===== src/rtl/usts_pkg.sv =====
// shared types and constants for the unordered set table
// no dependencies; used by usts_ctrl and unordered_set_table
package usts_pkg;

  localparam int FUNC_W      = 2;
  localparam int ITEM_W      = 32;
  localparam int COUNT_OUT_W = 5;
  localparam int OUT_DATA_W  = 8;

  typedef enum logic [FUNC_W-1:0] {
    OP_QUERY  = 2'd0,
    OP_INSERT = 2'd1,
    OP_REMOVE = 2'd2
  } op_t;

  typedef struct packed {
    logic                   overflow;
    logic                   set_empty;
    logic [COUNT_OUT_W-1:0] count_after;
    logic                   was_present;
  } result_t;

endpackage


===== src/rtl/unordered_set_table.sv =====
// top level of the unordered set table: stream ports, output register
// depends on usts_pkg, usts_mem and usts_ctrl
//
//   channel | ports            | tdata (low bit up)                               | tuser
//   in      | in_t*            | item_value[31:0]                                 | func[1:0]
//   out     | out_t*           | was_present, count_after[4:0], set_empty, overflow | -
//
// an item is taken only while the sequencer is idle, so a new item waits until the last one is through;
// the search reads one stored entry per cycle from the single read port of the entry store and stops
// at a hit or at the last stored entry; a remove that moves the last entry adds a move step.
// reset clears the count and control state only; the store needs no clearing.
// a waiting result sits in the output register while the next item is taken;
// the sequencer holds its finished result until that register frees up.
module unordered_set_table #(
  parameter int CAPACITY    = 16,
  parameter int VALUE_WIDTH = 32
) (
  input  logic                               clk,
  input  logic                               rst_n,
  input  logic                               in_tvalid,
  output logic                               in_tready,
  input  logic [usts_pkg::ITEM_W-1:0]        in_tdata,  // item_value
  input  logic [usts_pkg::FUNC_W-1:0]        in_tuser,  // func
  output logic                               out_tvalid,
  input  logic                               out_tready,
  output logic [usts_pkg::OUT_DATA_W-1:0]    out_tdata  // was_present, count_after, set_empty, overflow
);

  localparam int AW    = (CAPACITY > 1) ? $clog2(CAPACITY) : 1;
  localparam int CNT_W = $clog2(CAPACITY + 1);

  logic                   mem_wr_en;
  logic [AW-1:0]          mem_wr_addr;
  logic [VALUE_WIDTH-1:0] mem_wr_data;
  logic                   mem_rd_en;
  logic [AW-1:0]          mem_rd_addr;
  logic [VALUE_WIDTH-1:0] mem_rd_data;
  logic                   res_valid;
  logic                   res_ready;
  usts_pkg::result_t      res;
  usts_pkg::result_t      out_res_r;
  logic                   out_valid_r;

  usts_ctrl #(
    .CAPACITY    (CAPACITY),
    .VALUE_WIDTH (VALUE_WIDTH),
    .AW          (AW),
    .CNT_W       (CNT_W)
  ) u_ctrl (
    .clk         (clk),
    .rst_n       (rst_n),
    .in_valid    (in_tvalid),
    .in_ready    (in_tready),
    .in_func     (in_tuser),
    .in_value    (in_tdata),
    .mem_wr_en   (mem_wr_en),
    .mem_wr_addr (mem_wr_addr),
    .mem_wr_data (mem_wr_data),
    .mem_rd_en   (mem_rd_en),
    .mem_rd_addr (mem_rd_addr),
    .mem_rd_data (mem_rd_data),
    .res_valid   (res_valid),
    .res_ready   (res_ready),
    .res         (res)
  );

  usts_mem #(
    .DEPTH (CAPACITY),
    .WIDTH (VALUE_WIDTH),
    .AW    (AW)
  ) u_mem (
    .clk     (clk),
    .wr_en   (mem_wr_en),
    .wr_addr (mem_wr_addr),
    .wr_data (mem_wr_data),
    .rd_en   (mem_rd_en),
    .rd_addr (mem_rd_addr),
    .rd_data (mem_rd_data)
  );

  assign res_ready  = !out_valid_r || out_tready;
  assign out_tvalid = out_valid_r;
  assign out_tdata  = out_res_r;

  always_ff @(posedge clk) begin
    if (!rst_n) begin
      out_valid_r <= 1'b0;
    end else if (res_ready) begin
      out_valid_r <= res_valid;
    end
  end

  always_ff @(posedge clk) begin
    if (res_ready && res_valid) begin
      out_res_r <= res;
    end
  end

endmodule


===== src/rtl/usts_mem.sv =====
// entry store of the unordered set table: one write port, one read port,
// registered read data; no package dependency
module usts_mem #(
  parameter int DEPTH = 16,
  parameter int WIDTH = 32,
  parameter int AW    = 4
) (
  input  logic             clk,
  input  logic             wr_en,
  input  logic [AW-1:0]    wr_addr,
  input  logic [WIDTH-1:0] wr_data,
  input  logic             rd_en,
  input  logic [AW-1:0]    rd_addr,
  output logic [WIDTH-1:0] rd_data
);

  logic [WIDTH-1:0] mem [DEPTH];

  always_ff @(posedge clk) begin
    if (wr_en) begin
      mem[wr_addr] <= wr_data;
    end
  end

  always_ff @(posedge clk) begin
    if (rd_en) begin
      rd_data <= mem[rd_addr];
    end
  end

endmodule


===== src/rtl/usts_ctrl.sv =====
// sequencer of the unordered set table: linear search, insert at the end,
// remove by moving the last entry; depends on usts_pkg, drives usts_mem
module usts_ctrl #(
  parameter int CAPACITY    = 16,
  parameter int VALUE_WIDTH = 32,
  parameter int AW          = 4,
  parameter int CNT_W       = 5
) (
  input  logic                           clk,
  input  logic                           rst_n,
  input  logic                           in_valid,
  output logic                           in_ready,
  input  logic [usts_pkg::FUNC_W-1:0]    in_func,
  input  logic [usts_pkg::ITEM_W-1:0]    in_value,
  output logic                           mem_wr_en,
  output logic [AW-1:0]                  mem_wr_addr,
  output logic [VALUE_WIDTH-1:0]         mem_wr_data,
  output logic                           mem_rd_en,
  output logic [AW-1:0]                  mem_rd_addr,
  input  logic [VALUE_WIDTH-1:0]         mem_rd_data,
  output logic                           res_valid,
  input  logic                           res_ready,
  output usts_pkg::result_t              res
);

  localparam int KW = (VALUE_WIDTH > usts_pkg::ITEM_W) ? VALUE_WIDTH : usts_pkg::ITEM_W;
  localparam int OW = (CNT_W > usts_pkg::COUNT_OUT_W) ? CNT_W : usts_pkg::COUNT_OUT_W;

  typedef enum logic [2:0] {
    S_IDLE,
    S_SCAN,
    S_ACT,
    S_MOVE,
    S_FIN
  } state_t;

  state_t                      state_r;
  logic [usts_pkg::FUNC_W-1:0] func_r;
  logic [VALUE_WIDTH-1:0]      key_r;
  logic [AW-1:0]               idx_r;
  logic [AW-1:0]               slot_r;
  logic                        present_r;
  logic                        ovf_r;
  logic [CNT_W-1:0]            count_r;

  logic [KW-1:0]          in_ext;
  logic [VALUE_WIDTH-1:0] in_key;
  logic [OW-1:0]          cnt_ext;
  logic                   in_fire;
  logic                   hit;
  logic                   last_scan;
  logic                   full;
  logic [AW-1:0]          last_idx;
  logic                   is_insert;
  logic                   is_remove;

  // value compared on its low VALUE_WIDTH bits, zero-extended if wider
  assign in_ext    = KW'(in_value);
  assign in_key    = in_ext[VALUE_WIDTH-1:0];
  assign cnt_ext   = OW'(count_r);

  assign in_ready  = (state_r == S_IDLE);
  assign in_fire   = in_valid && in_ready;
  assign hit       = (mem_rd_data == key_r);
  assign last_scan = (CNT_W'(idx_r) == (count_r - 1'b1));
  assign full      = (count_r == CNT_W'(CAPACITY));
  assign last_idx  = AW'(count_r - 1'b1);
  assign is_insert = (func_r == usts_pkg::OP_INSERT);
  assign is_remove = (func_r == usts_pkg::OP_REMOVE);

  assign res_valid         = (state_r == S_FIN);
  assign res.was_present   = present_r;
  assign res.count_after   = cnt_ext[usts_pkg::COUNT_OUT_W-1:0];
  assign res.set_empty     = (count_r == '0);
  assign res.overflow      = ovf_r;

  always_comb begin
    mem_wr_en   = 1'b0;
    mem_wr_addr = AW'(count_r);
    mem_wr_data = key_r;
    mem_rd_en   = 1'b0;
    mem_rd_addr = '0;
    case (state_r)
      S_IDLE: begin
        mem_rd_en = in_fire;
      end
      S_SCAN: begin
        if (!hit && !last_scan) begin
          mem_rd_en   = 1'b1;
          mem_rd_addr = idx_r + 1'b1;
        end
      end
      S_ACT: begin
        if (is_insert && !present_r && !full) begin
          mem_wr_en = 1'b1;
        end
        if (is_remove && present_r && (slot_r != last_idx)) begin
          // fetch the last entry to fill the hole
          mem_rd_en   = 1'b1;
          mem_rd_addr = last_idx;
        end
      end
      S_MOVE: begin
        mem_wr_en   = 1'b1;
        mem_wr_addr = slot_r;
        mem_wr_data = mem_rd_data;
      end
      default: begin
      end
    endcase
  end

  always_ff @(posedge clk) begin
    if (!rst_n) begin
      state_r   <= S_IDLE;
      count_r   <= '0;
      present_r <= 1'b0;
      ovf_r     <= 1'b0;
    end else begin
      case (state_r)
        S_IDLE: begin
          if (in_fire) begin
            func_r    <= in_func;
            key_r     <= in_key;
            idx_r     <= '0;
            present_r <= 1'b0;
            ovf_r     <= 1'b0;
            state_r   <= (count_r == '0) ? S_ACT : S_SCAN;
          end
        end
        S_SCAN: begin
          if (hit) begin
            present_r <= 1'b1;
            slot_r    <= idx_r;
            state_r   <= S_ACT;
          end else if (last_scan) begin
            state_r <= S_ACT;
          end else begin
            idx_r <= idx_r + 1'b1;
          end
        end
        S_ACT: begin
          state_r <= S_FIN;
          if (is_insert && !present_r) begin
            if (full) begin
              ovf_r <= 1'b1;
            end else begin
              count_r <= count_r + 1'b1;
            end
          end
          if (is_remove && present_r) begin
            if (slot_r == last_idx) begin
              count_r <= count_r - 1'b1;
            end else begin
              state_r <= S_MOVE;
            end
          end
        end
        S_MOVE: begin
          count_r <= count_r - 1'b1;
          state_r <= S_FIN;
        end
        S_FIN: begin
          if (res_ready) begin
            state_r <= S_IDLE;
          end
        end
        default: begin
          state_r <= S_IDLE;
        end
      endcase
    end
  end

endmodule

===== config.mk =====
export PLATFORM = sky130hd
export DESIGN_NAME = unordered_set_table
export DESIGN_NICKNAME = d
export VERILOG_FILES = /design/src/rtl/usts_pkg.sv /design/src/rtl/unordered_set_table.sv /design/src/rtl/usts_mem.sv /design/src/rtl/usts_ctrl.sv
export SDC_FILE = /design/constraint.sdc
export NUM_CORES = 1
export LEC_CHECK = 0
export BUFFER_PORTS_ARGS = -buffer_cell sky130_fd_sc_hd__buf_2
export CAP_MARGIN = 10
export CORE_ASPECT_RATIO = 0.6
export CORE_UTILIZATION = 50
export DETAILED_ROUTE_END_ITERATION = 16
export HOLD_SLACK_MARGIN = 0.15
export PLACE_DENSITY = 0.77
export SKIP_LAST_GASP = 1
export SYNTH_ARGS = -nofsm -noshare
export SYNTH_HDL_FRONTEND = slang
export SYNTH_SLANG_ARGS = --single-unit

===== constraint.sdc =====
create_clock -name clk -period 4.4 [get_ports clk]
set_input_delay 0.88 -clock clk [delete_from_list [all_inputs] [get_ports clk]]
set_output_delay 0.88 -clock clk [all_outputs]
set_load 0.03 [all_outputs]

* After elaboration in Yosys (flattened, before gate mapping) *
Memories as Yosys holds them, arrays and structs flattened. A register that Yosys moved wholly into a read port is not among the register bits.
Index checks and enable logic that the tools add are counted.

operators by class
  eq/ne operators = 19
  mux-type cells = 35
  add/subtract/negate cells = 3
  reductions and logical operators = 24

operator list
  operator                                             count
  equality test 32 bit                                 1
  two-way mux 32 bit                                   1
  two-way mux 4 bit                                    6
  two-way mux 5 bit                                    4
  two-way mux 3 bit                                    6
  one-hot mux 4 bit (2 select lines)                   2
  one-hot mux 3 bit (5 select lines)                   1
  AND reduction 3 bit                                  4
  one-hot mux 5 bit (2 select lines)                   1
  two-way mux 1 bit                                    9
  != test 2 x 1 -> 1 bit, second input constant        4
  logical AND 1 bit                                    7
  equality test 3 x 2 -> 1 bit, second input constant  2
  != test 2 bit, second input constant                 3
  one-hot mux 1 bit (2 select lines)                   3
  nonzero test 2 bit                                   3
  adder 5 x 1 -> 5 bit, second input constant          1
  equality test 4 x 5 -> 1 bit                         1
  equality test 5 bit, second input constant           1
  zero test 1 bit                                      5
  zero test 5 bit                                      1
  AND reduction 5 bit                                  1
  subtractor 5 x 1 -> 5 bit, second input constant     1
  adder 4 x 1 -> 4 bit, second input constant          1
  other kinds (12)                                     12

storage, ports and cells
  memories = 1
  word-level logic and storage cells = 95
  bits of input ports = 38
  output and inout bits = 10
  flip-flop bits (word level) = 61
  RAM bits = 512

memory list
  memory     depth  width  rd ports  clocked after Yosys merged registers in  wr ports  RTL line        RTL
  u_mem.mem  16     32     1         1                                        1         usts_mem.sv:17  logic [WIDTH-1:0] mem [DEPTH];

* Longest topological paths before layout *
  depth in word-level cells = 7
  depth in mapped cells = 15
  gate-level depth less buffers = 10

* Modules after synthesis *
A second synthesis with hierarchy kept.

second synthesis, totals
  cell total of the unflattened synthesis = 1115
  area, all modules = 23476.3 um2

modules (own cells, without submodules)
  module               area each (um2)  times used  cells an instance
  usts_mem             20155.6          1           838
  usts_ctrl            3022.9           1           264
  unordered_set_table  297.8            1           13

* Least setup slack after synthesis *
OpenSTA, ideal clock, no wires.

  kind = flip-flop to flip-flop
  start point = register u_ctrl.count_r[0] (netlist: u_ctrl.cnt_ext[0])
  end point = memory u_mem.mem[0][0] (enable)
  buffers on the path = 1
  stages on the path, launching flop included = 9
  required time = 3979 ps
  setup time = 421 ps
  period minus slack after synthesis = 3394 ps
  setup slack = 1006 ps
  data arrival time = 2972 ps
  path through = dfxtp_1 -> buf_2 -> inv_1 -> ha_1 -> and3_1 -> nor3b_1 -> o2bb2ai_1 -> nand2_1 -> nor2_1

on the way
  longest elaborated chain between the ends = 7

RTL lines
  item                                     RTL line          RTL
  from (decl)                              usts_ctrl.sv:44   logic [CNT_W-1:0] count_r;
  from (signal assigned)                   usts_ctrl.sv:148  count_r <= count_r + 1'b1;
  from (signal assigned)                   usts_ctrl.sv:153  count_r <= count_r - 1'b1;
  from (signal assigned)                   usts_ctrl.sv:160  count_r <= count_r - 1'b1;
  equality test 5 bit                      usts_ctrl.sv:66   assign full = (count_r == CNT_W'(CAPACITY));
  zero test 1 bit                          usts_ctrl.sv:94   if (is_insert && !present_r && !full) begin
  logical AND 1 bit                        usts_ctrl.sv:94
  two-way mux 1 bit                        usts_ctrl.sv:94
  one-hot mux 1 bit (2 select lines)       usts_ctrl.sv:83   case (state_r)
  two-way mux 1 bit                        usts_mem.sv:20    if (wr_en) begin
  two-way mux 1 bit (implied by the code)  usts_mem.sv:21    mem[wr_addr] <= wr_data;
  to (decl)                                usts_mem.sv:17

Several ways; a longest one is shown, not always the timed one.

* Worst setup path in the final report *
  start point = register u_ctrl.key_r[1]
  end point = register u_mem.rd_data[9], read port of u_mem.mem, data pin

on the way
  longest elaborated chain between the ends = 5

RTL lines
  item                                                                                      RTL line          RTL
  from (decl)                                                                               usts_ctrl.sv:39   logic [VALUE_WIDTH-1:0] key_r;
  from (signal assigned)                                                                    usts_ctrl.sv:124  key_r <= in_key;
  equality test 32 bit (*)                                                                  usts_ctrl.sv:64   assign hit = (mem_rd_data == key_r);
  zero test 1 bit (*)                                                                       usts_ctrl.sv:88   if (!hit && !last_scan) begin
  logical AND 1 bit (*)                                                                     usts_ctrl.sv:88
  two-way mux 1 bit or two-way mux 4 bit (tied branches)                                    usts_ctrl.sv:88
  one-hot mux 1 bit (3 select lines) or one-hot mux 4 bit (2 select lines) (tied branches)  usts_ctrl.sv:83
  to (decl)                                                                                 usts_mem.sv:14    output logic [WIDTH-1:0] rd_data

Mark *: on every way between the ends. The rest lies on a longest branch, timed or not.
A chain may end at the register's enable or synchronous reset.

==> metrics <==
status=finished, final reports clean; syn avg cell area=13.2 µm²; Post-Route Skew=0.0201 ns; dominant cell type by area after synthesis=edfxtp_1; # setup viols final=0; Max Slew Vio Count=0; Core Footprint=50900 µm²; ANT nets after route=0; sink of the worst hold path=u_ctrl.key_r[19]; wire per inst=27.9 µm; Leak Pwr=9.55 nW; Psw=4.00 mW; global-route wire length before repair=111000 µm; r2r setup slk=just over 0.4 ns; PostCTS Resize Cnt=0; Initial Util=50.7%; crit end category=flop; share of layout cells above drive strength 1=13.9%; switching part of the total=28.4%; largest cells by area after synthesis=edfxtp_1 (69%), nand3_1 (6.3%), o21ai_0 (3.9%); Seq cells post-synth=605; drt first pass iters=6; Final Cell Area=between 20000 and 30000 µm²; Crit Reg-Reg Startpoint=u_ctrl.key_r[1]; Max rail drop VDD=0.384 mV; detailed-route via count=18600; DRC=0; fin crit share=around nine tenths; clk buf depth=3; Mapped Cells=1957; TritonCTS clock tree=done; final WL=75600 µm; Final Util=57.1%; Critical Path AT=around 4.3 ns; R2R Path End=u_mem.rd_data[9]; initial antenna violation count=0; clock slew at the register clock pins of the worst setup and hold paths=0.07 ns; Top cell by count, worst path=buf_4; Crit-path slowest cell=xor2_1; register area share after synthesis=70.0%; syn nets=1999; fmax=251 MHz; Root Buffer=clkbuf_16; Crit Path Category=reg2reg; Tightest Pin Transition=between 1 and 1.5 ns; gp weighted congestion=0.900; ys async rst share=0%; Die X=295 µm; clock share of power=around 33%; CP max FO=32; Cells after DPL=2612; CTS Sinks=around 610; Final Instance Count excl. Fillers=roughly 2700; Layout Nets=2020; synthesized area=25800 µm²; critical-path cell list=xor2_1 -> nor4_1 -> buf_2 -> nand4_1 -> o211ai_2 -> buf_4 -> a31oi_4 -> buf_4 -> o22ai_1 -> a41oi_1 -> a31oi_1; Post-DP Area=around 27000 µm²; Clock Latency Late Sink=0.61 ns; Yosys warnings=0; Die Span Y=178 µm; fin crit period=around 4 ns; pin count of the biggest net entering global routing=111; n_diodes=0; Vias/cell=6.84; max_cap viols=0; setup TNS=0 ns; CTS Buf Count=53; Hold Path Origin=in_tdata[19]; fillers=3974; postcts setup bufs=0; hold path cells=1; vias in the first global route=~17000; I/O Buffers=47; global route total overflow=0; Comb power frac=between 10% and 20%; Fin. Hold Viols=0; cell row count=between 60 and 70; DRT iter0 DRCs=3108; Post-DP HPWL=approximately 43000 µm; Startpoint Class=flop; FF-to-FF path depth=11; RSZ-0062 raised after global routing=no; Power Density=about 480 nW/µm²; Yosys top cell area share=about 70%; P&R area growth vs syn=12.7%; IO Pins=48; slowest cell delay on critical path=~0.79 ns; Hold WC Path Type=in2reg; Tot GR Track Use=28.7%; Unique masters post-synth=59; Post-synth EDFFs=594; sequential power share=between 40% and 50%; full die area=52600 µm²; Critical Path RT=~4.7 ns; Hold Buf Count CTS=0; ys flop type=edfxtp_1; Relative slew margins=27.6%; Int Pwr=10.1 mW; H-tree depth=2
-- worst max-delay path: cells and delay by family, from the launching register on --
| family | cells | cell delay, ns |
|---|---|---|
| AO/OA/AOI/OAI | 5 | 1.06 |
| buffers and inverters | 3 | 0.99 |
| XOR/XNOR | 1 | 0.79 |
| AND/OR/NAND/NOR | 2 | 0.44 |
| flip-flops | 1 | 0.42 |
-- flip-flops by register name (all words and copies together) (netlist names) --
signal and flops:
out_tdata 8, u_mem.rd_data 32, u_ctrl.ovf_r 1, u_ctrl.state_r 3
u_ctrl.idx_r 4, u_ctrl.cnt_ext 5, u_ctrl.key_r 32, out_tvalid 1
u_mem.mem 512, u_ctrl.func_r 2, u_ctrl.present_r 1, u_ctrl.slot_r 4
-- synth_stat cells, drive strengths merged (2+ instances only) --
library cell / count
a311oi: 32
inv: 8
nor3: 36
nand2: 84
ha: 4
clkbuf: 112
a21boi: 7
a41oi: 33
buf: 54
a31oi: 36
o211a: 2
edfxtp: 594
or3: 2
a22oi: 32
dfxtp: 11
o211ai: 2
xor2: 36
xnor2: 12
and4: 2
a211o: 32
nor4: 9
and2: 7
o21ai: 204
nor2b: 4
nand3: 328
nand4: 8
a21oi: 76
and3: 35
nor3b: 6
a211oi: 34
o22ai: 33
nor2: 34
a32o: 2
mux2: 32
or2: 2
-- final cells by class --
| cell class | instances | area, µm² | share of cell area [%] |
|---|---|---|---|
| repair buffers | 132 | 1150 | 3.94 |
| multi-input cells | 1178 | 7320 | 25.2 |
| clock buffers | 65 | 1370 | 4.71 |
| clock inverters | 32 | 309 | 1.06 |
| inverters | 8 | 30.0 | 0.103 |
| well taps | 693 | 867 | 2.98 |
| flip-flops and latches | 605 | 18100 | 62.0 |
-- layer usage --
layer  GRT usage [%]  vias to the layer above  part of all wire [%]
met4            8.85                        0                   3.0
li1                -                     7756                     -
met1            42.7                     9016                    39
met5               0                        -                     0
met3            7.86                      203                    15
met2            41.0                     1594                    43
-- per-stage QoR --
| step | setup slack (ns) | power [mW] | hold WS [ns] |
|---|---|---|---|
| floorplan | 1.01 | 8.50 | 0.408 |
| global placement | -0.0658 | 9.36 | 0.422 |
| detailed placement | 0.478 | 9.44 | 0.424 |
| CTS | 0.472 | 14.0 | 0.429 |
| global route | 0.298 | 14.5 | 0.431 |
| finish | 0.413 | 14.1 | 0.444 |
-- power groups by stage --
stage,clock (mW),sequential [mW],combinational [mW]
6_report,4.65,7.01,2.41
5_1_grt,4.88,7.03,2.55
4_1_cts,4.67,7.00,2.33
3_5_place_dp,0,7.12,2.32
3_3_place_gp,0,7.11,2.24
2_1_floorplan,0,7.07,1.43
-- cell usage in the layout (no fill, tap or decap), types with 5 or more instances in the layout --
master | netlist | layout
a211o_1 | 32 | 32
a211oi_1 | 33 | 33
a21boi_0 | 6 | 6
a21oi_1 | 76 | 75
a22oi_1 | 32 | 32
a311oi_1 | 32 | 32
a31oi_1 | 36 | 35
a41oi_1 | 33 | 33
and2_1 | 7 | 7
and3_1 | 35 | 33
buf_12 | 0 | 22
buf_2 | 33 | 48
buf_4 | 2 | 62
bufinv_16 | 0 | 5
clkbuf_1 | 112 | 12
clkbuf_16 | 0 | 53
clkinv_1 | 0 | 12
clkinv_2 | 0 | 9
dfxtp_1 | 11 | 11
edfxtp_1 | 594 | 594
inv_1 | 8 | 8
mux2_2 | 32 | 32
nand2_1 | 84 | 82
nand3_1 | 327 | 325
nand4_1 | 8 | 8
nor2_1 | 34 | 15
nor2_4 | 0 | 19
nor3_1 | 34 | 34
nor3b_1 | 6 | 6
nor4_1 | 8 | 8
o21ai_0 | 202 | 201
o22ai_1 | 33 | 32
xnor2_1 | 12 | 12
xor2_1 | 36 | 36
-- cell families after synthesis --
kind of cell / count (synthesis) / synth area share [%]
buf+inv: 174 / 2.72
xor+xnor: 50 / 1.81
flops: 605 / 70.0
fa+ha+maj: 4 / 0.194
simple gates: 559 / 10.8
compound gates: 532 / 13.1
mux: 33 / 1.43
-- worst max-delay path by stage --
stage / cells past startpoint / startpoint / endpoint
after floorplan: 8 / u_ctrl.cnt_ext[0] / u_mem.mem[0][0]
after global placement: 9 / u_ctrl.key_r[1] / u_mem.rd_data[27]
after detailed placement: 11 / u_ctrl.cnt_ext[1] / u_mem.rd_data[12]
after CTS: 11 / u_ctrl.cnt_ext[1] / u_mem.rd_data[12]
after global routing: 11 / u_ctrl.cnt_ext[1] / u_mem.rd_data[12]
final: 11 / u_ctrl.key_r[1] / u_mem.rd_data[9]
No activity file was read; power rests on OpenSTA's default activity.
